`src/bfa_pkg.sv`:
```
// Bitmap frame allocator: shared types, request codes and default sizes.
// Used by bfa_ctrl, bfa_datapath and bitmap_frame_allocator. No dependencies.
`default_nettype none

package bfa_pkg;

    localparam int NUM_FRAMES_DEF = 4096;
    localparam int WORD_BITS_DEF  = 32;

    localparam int LIMIT_W = 13;
    localparam int FRAME_W = 12;

    localparam logic [LIMIT_W-1:0] FRAME_LIMIT_RESET = 13'd4096;

    localparam logic [1:0] REQ_ALLOC   = 2'd0;
    localparam logic [1:0] REQ_FREE    = 2'd1;
    localparam logic [1:0] REQ_RESERVE = 2'd2;

    typedef struct packed {
        logic [1:0]         req_type;
        logic [FRAME_W-1:0] frame_index;
    } req_t;

    typedef struct packed {
        logic [FRAME_W-1:0] granted_frame;
        logic               status;
    } rsp_t;

    typedef enum logic [1:0] {
        ST_CLEAR,
        ST_IDLE,
        ST_SCAN,
        ST_RESP
    } state_t;

    typedef struct packed {
        logic clear_step;
        logic load;
        logic advance;
        logic finish;
    } cmd_t;

    typedef struct packed {
        logic clear_last;
        logic scan_done;
    } sts_t;

endpackage

`default_nettype wire

```
`src/bfa_ctrl.sv`:
```
// Bitmap frame allocator controller: clear / idle / scan / response sequencing.
// Depends on bfa_pkg; drives the commands consumed by bfa_datapath.
`default_nettype none

module bfa_ctrl (
    input  wire           aclk,
    input  wire           aresetn,
    input  wire           s_valid,
    output logic          s_ready,
    output logic          m_valid,
    input  wire           m_ready,
    output bfa_pkg::cmd_t cmd,
    input  bfa_pkg::sts_t sts
);
    import bfa_pkg::*;

    state_t state_reg;
    state_t state_next;

    always_ff @(posedge aclk) begin
        if (!aresetn) begin
            state_reg <= ST_CLEAR;
        end else begin
            state_reg <= state_next;
        end
    end

    always_comb begin
        state_next = state_reg;
        cmd        = '0;
        s_ready    = 1'b0;
        m_valid    = 1'b0;
        unique case (state_reg)
            ST_CLEAR: begin
                cmd.clear_step = 1'b1;
                if (sts.clear_last) begin
                    state_next = ST_IDLE;
                end
            end
            ST_IDLE: begin
                s_ready = 1'b1;
                if (s_valid) begin
                    cmd.load   = 1'b1;
                    state_next = ST_SCAN;
                end
            end
            ST_SCAN: begin
                if (sts.scan_done) begin
                    cmd.finish = 1'b1;
                    state_next = ST_RESP;
                end else begin
                    cmd.advance = 1'b1;
                end
            end
            ST_RESP: begin
                m_valid = 1'b1;
                if (m_ready) begin
                    state_next = ST_IDLE;
                end
            end
            default: begin
                state_next = ST_CLEAR;
            end
        endcase
    end

    a_accept_starts_scan: assert property (@(posedge aclk) disable iff (!aresetn)
        s_valid && s_ready |=> state_reg == ST_SCAN)
        else $error("accepted transaction did not start a scan");

    a_finish_gives_resp: assert property (@(posedge aclk) disable iff (!aresetn)
        cmd.finish |=> m_valid && !s_ready)
        else $error("finished scan did not present a response");

    a_resp_after_scan: assert property (@(posedge aclk) disable iff (!aresetn)
        $rose(m_valid) |-> $past(cmd.finish))
        else $error("response raised without a finished scan");

endmodule

`default_nettype wire

```
`config.mk`:
```
export PLATFORM = sky130hd
export DESIGN_NAME = bfa_ctrl
export DESIGN_NICKNAME = d
export VERILOG_FILES = /design/src/bfa_pkg.sv /design/src/bfa_ctrl.sv
export SDC_FILE = /design/constraint.sdc
export NUM_CORES = 1
export LEC_CHECK = 0
export ABC_CLOCK_PERIOD_IN_PS = 4300
export BUFFER_PORTS_ARGS = -buffer_cell sky130_fd_sc_hd__buf_2
export CAP_MARGIN = 10
export CORE_AREA = 2 2 39 41
export CTS_BUF_LIST = sky130_fd_sc_hd__clkbuf_2 sky130_fd_sc_hd__clkbuf_4 sky130_fd_sc_hd__clkbuf_8
export DETAILED_ROUTE_END_ITERATION = 12
export DIE_AREA = 0 0 41 43
export PLACE_DENSITY = 0.4
export SKIP_LAST_GASP = 1
export SYNTH_ARGS = -nofsm -noshare
export SYNTH_HDL_FRONTEND = slang
export SYNTH_SLANG_ARGS = --single-unit
export TNS_END_PERCENT = 1
```
`constraint.sdc`:
```
create_clock -name aclk -period 4.3 [get_ports aclk]
set_clock_uncertainty 0.2 [all_clocks]
set_input_delay 0.86 -clock aclk [delete_from_list [all_inputs] [get_ports aclk]]
set_output_delay 0.86 -clock aclk [all_outputs]
set_load 0.02 [all_outputs]
```
After elaboration in Yosys (flattened, before gate mapping)
Cells that the tools add are included.
{"block": "op_classes", "n_reduce_logical": 2, "mux": 13, "eq_ne": 7}
{"cell": "2-bit two-way mux", "count": 5}
{"cell": "2-bit != test, second input constant", "count": 4}
{"cell": "2-bit one-hot mux with 4 select lines", "count": 1}
{"cell": "1-bit two-way mux", "count": 7}
{"cell": "2-bit equality test, second input constant", "count": 2}
{"cell": "4-bit AND reduction", "count": 1}
{"cell": "2-bit by 1-bit equality test with 1-bit output, second input constant", "count": 1}
{"cell": "2-bit logical NOT", "count": 1}
{"block": "word_totals", "out_inout_bits": 6, "in_bits": 6, "ff_bits": 2}

Longest topological paths before layout
Gate-level depths: netlist of the first run.
{"block": "logic_depth", "depth_word": 3, "ltp_mapped": 5}

Worst setup path after synthesis of the first run
OpenSTA, ideal clock, no wires.
{"block": "synth_path", "kind": "input-to-output", "from": "input port s_valid", "to": "output port cmd[2] (netlist bit)", "slack_ns": 2.164, "path_stages": 1, "t_arrival_ns": 1.076, "path_buffers": 0, "path_cell_list": "and2_1"}
{"block": "synth_via", "elab_chain_len": 2}
{"item": "start: declaration", "line": "bfa_ctrl.sv:8", "rtl": "input wire s_valid,"}
{"item": "1-bit two-way mux", "line": "bfa_ctrl.sv:42", "rtl": "if (s_valid) begin"}
{"item": "1-bit two-way mux", "line": "bfa_ctrl.sv:33", "rtl": "unique case (state_reg)"}
{"item": "end: declaration", "line": "bfa_ctrl.sv:12", "rtl": "output bfa_pkg::cmd_t cmd,"}
No other way between the ends.

==> impl_metrics.py, run 1 <==
metrics = {
    "timing": {
        "fin_setup_tns_ns": 0,
        "rsz0062_at_grt": "false",
        "finalHoldViolations": 0,
        "maxSlewViolCount": 0,
        "setup_violations": 0,
        "setup_ws_ns": 1.95,
        "worst_pin_slew_ns": 0.293,
        "fmax_mhz": 426,
        "slew_headroom": 0.803,
        "period_share": 0.546,
        "fin_crit_ns": 2.35,
    },
    "grt": {
        "grt_pass1_vias": 155,
        "grt_max_degree": 6,
        "overflow": 0,
        "grt_pass1_wl_um": 565,
        "track_usage": 0.0521,
        "antenna_found_initial": 0,
    },
    "critical_path": {
        "worstReg2RegEnd": "state_reg[1]$_SDFFE_PN0P_",
        "start_kind": "input pin",
        "reg2regPathDepth": 5,
        "crit_arrival_ns": 1.29,
        "crit_fanout": 2,
        "cp.required_ns": 3.24,
        "endpoint_kind": "output pin",
        "ff2ff_setup_slack_ns": 2.65,
        "r2r-start": "state_reg[0]$_SDFFE_PN0P_",
        "crit_type": "input pin to output pin",
    },
    "power_and_ir_drop": {
        "vdd.ir_drop.worst_mv": 0.187,
        "p_leak_uw": 0.000164,
        "p_per_area_nw_per_um2": 662,
    },
    "clock_tree": {
        "cts_hold_buf": 0,
        "root_buffer": "clkbuf_4",
        "htreeDepth": 1,
        "clk_pin_slew_worst_paths_ns": 0.03,
        "clock_path_buffers": 2,
        "cts-resized-gates": 0,
        "insertion_delay_ns": 0.22,
        "cts.sinks": 2,
        "cts_tree": "yes",
        "cts_buffers": 3,
        "post_cts_buffers": 0,
    },
    "die": {
        "dieHeight_um": 43,
        "ioPinCount": 12,
        "dieArea_um2": 1760,
        "start_util": 0.155,
        "dieWidth_um": 41,
        "rows": 14,
        "core_um2": 1380,
    },
    "layout": {
        "largest_register_ffs": 2,
        "num_antenna_cells": 0,
        "layout_commonest_cell": "buf_2",
        "final_cell_mix": "buf_2 (11), ha_1 (5), nand2_1 (3), nor2b_1 (3), clkbuf_4 (3)",
        "drive_above_1_share": 0.444,
        "finalNetCount": 49,
        "final_area_um2": 312,
        "multiInputGateArea_um2": 166,
        "area_growth_pct": 45.6,
        "n_fill_cell": 157,
        "seq_area_um2": 40.0,
    },
    "placed_design": {
        "placed_area_um2": 289,
        "gp_congestion": 0.634,
        "post-place-ws_ns": 1.95,
        "io_buffers": 11,
    },
    "synth": {
        "syn_area_um2": 214,
        "synth_cell_types": 10,
        "syn-num-nets": 33,
        "ys_warn_count": 0,
        "syn_area_per_cell_um2": 9.73,
        "syn_inst": 22,
        "ys_ff_latch": 2,
        "ys_seq_area_frac": 0.187,
    },
    "route": {
        "vias": 185,
        "wl_per_cell_um": 8.10,
        "ant_nets": 0,
        "vias_per_cell": 3.56,
        "first_iter_violations": 3,
        "routed_wl_um": 421,
        "firstDrtPassIters": 4,
        "post-route-drc-count": 0,
    },
    "hold_path": {
        "hold_class": "flip-flop to flip-flop",
        "min_to": "state_reg[1]$_SDFFE_PN0P_",
        "min_from": "state_reg[1]$_SDFFE_PN0P_",
        "hold_depth": 2,
    },
    "run_status": {
        "status": "completed",
    },
    "flow_run": {
        "cap_viol_max_count": 0,
    },
}
[stage by stage]
step / hold WS [ns] / utilization / std cells / total power, uW
floorplan: 0.268 / - / 22 / 137
global placement: 0.297 / 0.209 / 49 / 168
finish: 0.296 / 0.225 / 52 / 206
CTS: 0.302 / 0.225 / 52 / 212
global route: 0.330 / 0.225 / 52 / 228
detailed placement: 0.292 / 0.209 / 49 / 168
[worst max-delay path by stage]
stage,startpoint,cells past startpoint,slack [ns],endpoint
3_3_place_gp,sts[0],3,1.96,cmd[1]
5_1_grt,sts[0],3,1.93,cmd[1]
3_5_place_dp,sts[0],3,1.95,cmd[1]
4_1_cts,sts[0],3,1.95,cmd[1]
2_1_floorplan,s_valid,1,2.16,cmd[2]
6_report,sts[0],3,1.95,cmd[1]
[cell type report]
class                           instances  share of cell area
Inverter                                2              0.0241
Timing Repair Buffer                   11               0.177
Clock buffer                            3              0.0723
Multi-Input combinational cell         18               0.534
Sequential cell                         2               0.129
Tap cell                               16              0.0643
[routing by layer]
| metal | track usage | routed length (um) | share of wire | vias to the layer above |
|---|---|---|---|---|
| li1 | - | - | - | 99 |
| met1 | 0.0575 | 200 | 0.48 | 74 |
| met2 | 0.0594 | 153 | 0.36 | 12 |
| met3 | 0.0314 | 67 | 0.16 | 0 |
| met4 | 0.0600 | 0 | 0 | 0 |
| met5 | 0 | 0 | 0 | - |
[Yosys cell counts]
cell type  number  area, um^2
nand2b_1        1        6.26
ha_1            5        62.6
nor2b_1         3        18.8
dfxtp_1         2        40.0
and2_1          2        12.5
nand2_1         3        11.3
nor4_4          1        21.3
nor2b_4         1        13.8
mux2i_1         2        20.0
inv_1           2        7.51
[where the power goes]
group	internal, uW	switching, uW
combinational	56.1	71.2
sequential	27.9	10.1
clock	30.7	10.1
total	115	91.4
[logic make-up (layout without fill, tap and decap cells)]
group | Yosys count | in the layout | synth area share
and+or+nand+nor | 11 | 11 | 0.392
adders and majority gates | 5 | 5 | 0.292
muxes | 2 | 2 | 0.0936
DFF | 2 | 2 | 0.187
buffers and inverters | 2 | 16 | 0.0351
[worst max-delay path: stages]
cell and delay, ns:
buf_2 0.12, nor2b_4 0.13, buf_2 0.18
(Power assumes the default switching activity.)
==> inputs of run 2 (changes only) <==
--- a/config.mk
+++ b/config.mk
@@ -5,14 +5,15 @@
 export SDC_FILE = /design/constraint.sdc
 export NUM_CORES = 1
 export LEC_CHECK = 0
-export ABC_CLOCK_PERIOD_IN_PS = 4300
+export ABC_AREA = 1
+export ABC_CLOCK_PERIOD_IN_PS = 2450
 export BUFFER_PORTS_ARGS = -buffer_cell sky130_fd_sc_hd__buf_2
 export CAP_MARGIN = 10
 export CORE_AREA = 2 2 39 41
 export CTS_BUF_LIST = sky130_fd_sc_hd__clkbuf_2 sky130_fd_sc_hd__clkbuf_4 sky130_fd_sc_hd__clkbuf_8
 export DETAILED_ROUTE_END_ITERATION = 12
 export DIE_AREA = 0 0 41 43
-export PLACE_DENSITY = 0.4
+export PLACE_DENSITY = 0.41
 export SKIP_LAST_GASP = 1
 export SYNTH_ARGS = -nofsm -noshare
 export SYNTH_HDL_FRONTEND = slang
==> constraint.sdc (replaced) <==
create_clock -name aclk -period 2.45 [get_ports aclk]
set_clock_uncertainty 0.2 [all_clocks]
set_input_delay 0.49 -clock aclk [delete_from_list [all_inputs] [get_ports aclk]]
set_output_delay 0.49 -clock aclk [all_outputs]
set_load 0.02 [all_outputs]
==> impl_metrics.py, run 2 <==
metrics = {
    "die": {
        "core_um2": 1380,
        "dieArea_um2": 1760,
        "dieHeight_um": 43,
        "dieWidth_um": 41,
        "start_util": 0.156,
        "rows": 14,
        "ioPinCount": 12,
    },
    "placed_design": {
        "gp_congestion": 0.698,
        "post-place-ws_ns": 0.793,
        "placed_area_um2": 292,
        "io_buffers": 11,
    },
    "grt": {
        "antenna_found_initial": 0,
        "grt_pass1_wl_um": 600,
        "grt_max_degree": 6,
        "overflow": 0,
        "grt_pass1_vias": 172,
        "track_usage": 0.0551,
    },
    "synth": {
        "ys_seq_area_frac": 0.185,
        "synth-edff-count": 0,
        "syn_area_per_cell_um2": 6.37,
        "netlist_top_cells_area": "ha_1 (29%), dfxtp_1 (18%), inv_1 (17%)",
        "ys_async_sr_fraction": 0,
        "ys_warn_count": 0,
        "netlist.top_cell.by_area": "ha_1",
        "ys_ff_latch": 2,
        "yosys.area.top_type_share": 0.289,
        "syn_area_um2": 216,
        "synth_cell_types": 7,
        "syn_inst": 34,
        "synth_common_cells": "inv_1 (10), nand2_1 (10), ha_1 (5)",
        "syn-num-nets": 45,
        "synth_ff_type": "dfxtp_1",
    },
    "timing": {
        "setup_violations": 0,
        "fin_setup_tns_ns": 0,
        "finalHoldViolations": 0,
        "worst_pin_slew_ns": 0.171,
        "rsz0062_at_grt": "false",
        "maxSlewViolCount": 0,
        "fmax_mhz": 535,
        "period_share": 0.764,
        "fin_crit_ns": 1.87,
        "setup_ws_ns": 0.579,
        "slew_headroom": 0.886,
    },
    "layout": {
        "n_fill_cell": 159,
        "largest_register_ffs": 2,
        "final_area_um2": 314,
        "layout_commonest_cell": "buf_2",
        "num_antenna_cells": 0,
        "drive_above_1_share": 0.354,
        "final_cell_mix": "buf_2 (11), inv_1 (10), nand2_1 (10)",
        "area_growth_pct": 45.1,
        "seq_area_um2": 40.0,
        "multiInputGateArea_um2": 139,
        "finalNetCount": 61,
    },
    "route": {
        "vias_per_cell": 3.41,
        "ant_nets": 0,
        "first_iter_violations": 2,
        "vias": 218,
        "wl_per_cell_um": 6.05,
        "post-route-drc-count": 0,
        "firstDrtPassIters": 2,
        "routed_wl_um": 387,
    },
    "clock_tree": {
        "cts_buffers": 3,
        "cts_hold_buf": 0,
        "cts-resized-gates": 0,
        "clock_path_buffers": 2,
        "post_cts_buffers": 0,
        "cts.sinks": 2,
        "cts_tree": "yes",
        "insertion_delay_ns": 0.22,
        "htreeDepth": 1,
        "clk_pin_slew_worst_paths_ns": 0.03,
        "root_buffer": "clkbuf_4",
    },
    "run_status": {
        "status": "completed",
    },
    "critical_path": {
        "max_stage_delay_ns": 0.39,
        "slowest_stage": "dfxtp_1",
        "crit_arrival_ns": 1.18,
        "start_kind": "flip-flop",
        "crit_fanout": 5,
        "ff2ff_setup_slack_ns": 1.01,
        "worstPathCellList": "inv_1 > ha_1 > nand2_2 > inv_1 > buf_2",
        "cp.required_ns": 1.76,
        "endpoint_kind": "output pin",
        "crit_type": "flip-flop to output pin",
        "path_common_cell": "inv_1",
    },
    "power_and_ir_drop": {
        "p_leak_uw": 0.000220,
        "vdd.ir_drop.worst_mv": 0.307,
        "p_per_area_nw_per_um2": 1110,
        "power.total_uw": 349,
    },
    "hold_path": {
        "hold_class": "input pin to flip-flop",
    },
    "flow_run": {
        "cap_viol_max_count": 0,
    },
}
==> run 2: changes by cell type in the layout (fill, tap and decap cells not counted) <==
cell | previous run | this run
mux2i_1 | 2 | 0
nor4_4 | 1 | 0
inv_1 | 2 | 10
nand2_1 | 3 | 10
nor2b_1 | 3 | 0
nor2_1 | 0 | 4
and2_1 | 2 | 0
nand2_2 | 0 | 2
nor2_4 | 0 | 1
nand2b_1 | 1 | 0
nor2b_4 | 1 | 0
==> run 2: worst paths after layout <==
check	start	to	depth (start not counted)
min	aresetn	state_reg[1]$_SDFFE_PN0P_	3
max	state_reg[0]$_SDFFE_PN0P_	cmd[1]	5
min reg2reg	state_reg[0]$_SDFFE_PN0P_	state_reg[0]$_SDFFE_PN0P_	2
max reg2reg	state_reg[0]$_SDFFE_PN0P_	state_reg[1]$_SDFFE_PN0P_	8
==> run 2: final cells by class <==
class,instances,area share
Multi-Input combinational cell,22,0.442
Inverter,10,0.120
Sequential cell,2,0.127
Clock buffer,3,0.0717
Timing Repair Buffer,11,0.175
Tap cell,16,0.0637
==> run 2: critical path: cells and delay by family, from the launching register on <==
family | cells | cell delay (ns)
buffers and inverters | 3 | 0.26
and+or+nand+nor | 1 | 0.08
adders and majority gates | 1 | 0.22
DFF | 1 | 0.39
==> run 2: power breakdown <==
part	internal, uW	switching [uW]	total, uW
clock	53.9	17.6	71.6
combinational	79.3	132	212
sequential	47.7	17.8	65.5
total	181	168	349
==> run 2: metal layers <==
layer | vias to the layer above | wire length (um) | track usage
met1 | 89 | 176 | 0.0543
li1 | 124 | - | -
met2 | 5 | 189 | 0.0719
met3 | 0 | 20 | 0.0471
met5 | - | 0 | 0
met4 | 0 | 0 | 0.0400
==> run 2: through the flow <==
stage               hold slack (ns)  instances  utilization
finish                        0.304         64        0.227
global route                  0.315         64        0.227
CTS                           0.292         64        0.227
detailed placement            0.341         61        0.211
global placement              0.345         61        0.211
floorplan                     0.297         34            -
==> run 2: cells by family (layout without fill, tap and decap cells) <==
kind of cell | after synthesis | after routing | synth area share
simple gates | 17 | 17 | 0.353
fa+ha+maj | 5 | 5 | 0.289
flops | 2 | 2 | 0.185
buf+inv | 10 | 24 | 0.173
==> inputs of run 3 (changes only) <==
--- a/config.mk
+++ b/config.mk
@@ -6,14 +6,14 @@
 export NUM_CORES = 1
 export LEC_CHECK = 0
 export ABC_AREA = 1
-export ABC_CLOCK_PERIOD_IN_PS = 2450
+export ABC_CLOCK_PERIOD_IN_PS = 1550
 export BUFFER_PORTS_ARGS = -buffer_cell sky130_fd_sc_hd__buf_2
 export CAP_MARGIN = 10
 export CORE_AREA = 2 2 39 41
 export CTS_BUF_LIST = sky130_fd_sc_hd__clkbuf_2 sky130_fd_sc_hd__clkbuf_4 sky130_fd_sc_hd__clkbuf_8
 export DETAILED_ROUTE_END_ITERATION = 12
 export DIE_AREA = 0 0 41 43
-export PLACE_DENSITY = 0.41
+export PLACE_DENSITY = 0.42
 export SKIP_LAST_GASP = 1
 export SYNTH_ARGS = -nofsm -noshare
 export SYNTH_HDL_FRONTEND = slang
==> constraint.sdc (replaced) <==
create_clock -name aclk -period 1.55 [get_ports aclk]
set_clock_uncertainty 0.2 [all_clocks]
set_input_delay 0.31 -clock aclk [delete_from_list [all_inputs] [get_ports aclk]]
set_output_delay 0.31 -clock aclk [all_outputs]
set_load 0.02 [all_outputs]
==> impl_metrics.py, run 3 (same netlist as run 2, synthesis figures left out) <==
metrics = {
    "die": {
        "dieWidth_um": 41,
        "rows": 14,
        "dieArea_um2": 1760,
        "ioPinCount": 12,
        "start_util": 0.156,
        "core_um2": 1380,
        "dieHeight_um": 43,
    },
    "timing": {
        "rsz0062_at_grt": "true",
        "maxSlewViolCount": 0,
        "setup_violations": 0,
        "period_share": 0.990,
        "slew_headroom": 0.929,
        "finalHoldViolations": 0,
        "fin_crit_ns": 1.53,
        "setup_ws_ns": 0.0154,
        "fmax_mhz": 652,
        "worst_pin_slew_ns": 0.106,
    },
    "placed_design": {
        "io_buffers": 11,
        "gp_congestion": 0.628,
        "placed_area_um2": 292,
        "post-place-ws_ns": 0.0706,
        "post-dp-hpwl_um": 326,
        "placedCellCount": 61,
    },
    "layout": {
        "final_cells": 66,
        "seq_area_um2": 47.5,
        "finalNetCount": 63,
        "final_cell_mix": "nand2_1 (10), inv_1 (8), buf_2 (7)",
        "multiInputGateArea_um2": 166,
        "drive_above_1_share": 0.520,
        "n_fill_cell": 163,
        "final_area_um2": 388,
        "layout_commonest_cell": "nand2_1",
        "area_growth_pct": 79.2,
        "num_antenna_cells": 0,
        "largest_register_ffs": 2,
    },
    "grt": {
        "grt_pass1_wl_um": 724,
        "antenna_found_initial": 0,
        "overflow": 0,
        "track_usage": 0.0631,
        "grt_max_degree": 5,
        "grt_pass1_vias": 200,
    },
    "critical_path": {
        "crit_arrival_ns": 1.02,
        "cp.required_ns": 1.04,
        "max_stage_delay_ns": 0.36,
        "start_kind": "flip-flop",
        "slowest_stage": "dfxtp_4",
        "endpoint_kind": "output pin",
        "cp_top_family": "flip-flops",
        "worst-path-buf-inv": 3,
        "crit_type": "flip-flop to output pin",
        "crit_fanout": 4,
        "worstPathCellList": "inv_2 > ha_4 > nand2_2 > inv_1 > buf_6",
    },
    "power_and_ir_drop": {
        "vdd.ir_drop.worst_mv": 0.585,
        "p_leak_uw": 0.000233,
        "p_per_area_nw_per_um2": 1750,
    },
    "route": {
        "vias": 231,
        "first_iter_violations": 1,
        "routed_wl_um": 447,
        "wl_per_cell_um": 6.77,
        "vias_per_cell": 3.50,
        "post-route-drc-count": 0,
        "ant_nets": 0,
        "firstDrtPassIters": 2,
    },
    "clock_tree": {
        "cts.sinks": 2,
        "clk_pin_slew_worst_paths_ns": 0.03,
        "clock_path_buffers": 2,
        "cts_tree": "yes",
        "insertion_delay_ns": 0.22,
        "cts_buffers": 3,
        "htreeDepth": 1,
        "root_buffer": "clkbuf_4",
    },
    "hold_path": {
        "hold_class": "input pin to flip-flop",
    },
    "flow_run": {
        "cap_viol_max_count": 0,
    },
    "run_status": {
        "status": "completed",
    },
}
[run 3: cell types whose count changed in the layout (fill, tap and decap cells not counted)]
| cell | before | now |
|---|---|---|
| ha_2 | 0 | 1 |
| ha_4 | 0 | 2 |
| buf_6 | 0 | 3 |
| inv_2 | 0 | 1 |
| inv_1 | 10 | 8 |
| inv_4 | 0 | 1 |
| buf_2 | 11 | 7 |
| dfxtp_4 | 0 | 2 |
| ha_1 | 5 | 2 |
| buf_4 | 0 | 3 |
| dfxtp_1 | 2 | 0 |
[run 3: per-layer routing]
layer	GRT usage	part of all wire	vias to the layer above
met1	0.0799	0.41	99
met2	0.0813	0.55	4
met4	0.0600	0	0
li1	-	-	128
met3	0.0157	0.034	0
met5	0	0	-
[run 3: final timing paths]
kind                             start                   endpoint  slack [ns]  depth (start not counted)
max          state_reg[0]$_SDFFE_PN0P_                     cmd[1]        0.02                          5
min                            aresetn  state_reg[0]$_SDFFE_PN0P_        0.11                          3
max reg2reg  state_reg[0]$_SDFFE_PN0P_  state_reg[0]$_SDFFE_PN0P_        0.17                          9
min reg2reg  state_reg[1]$_SDFFE_PN0P_  state_reg[1]$_SDFFE_PN0P_        0.35                          2
[run 3: per-stage QoR]
stage          utilization  total power [uW]  setup TNS, ns  hold slack (ns)
3_5_place_dp         0.211               447              0            0.335
4_1_cts              0.263               651        -0.0295            0.103
6_report             0.280               678              0            0.110
5_1_grt              0.280               757        -0.0892            0.132
2_1_floorplan            -               365              0            0.230
3_3_place_gp         0.211               451              0            0.345
[run 3: worst min-delay path, stage by stage]
cell and delay [ns]:
buf_2 0.10, nand2_1 0.05, nor2_1 0.03
[run 3: timing repair]
action | in CTS | in global routing
endpoints found under the setup margin | 5 | 4
endpoints found under the hold margin | 0 | 0
resized for setup | 13 | 6
pin swaps | 1 | 0
hold buffers | 0 | 0
buffers inserted | 2 | 0
[run 3: cell type report]
cell class,instances,area share
clock buffers,3,0.0581
inverters,10,0.103
multi-input cells,22,0.429
flip-flops and latches,2,0.123
well taps,16,0.0516
repair buffers,13,0.235
[run 3: power breakdown]
| group | switching (uW) | internal [uW] |
|---|---|---|
| Sequential | 41.8 | 89.4 |
| Combinational | 238 | 193 |
| Clock | 30.6 | 85.5 |
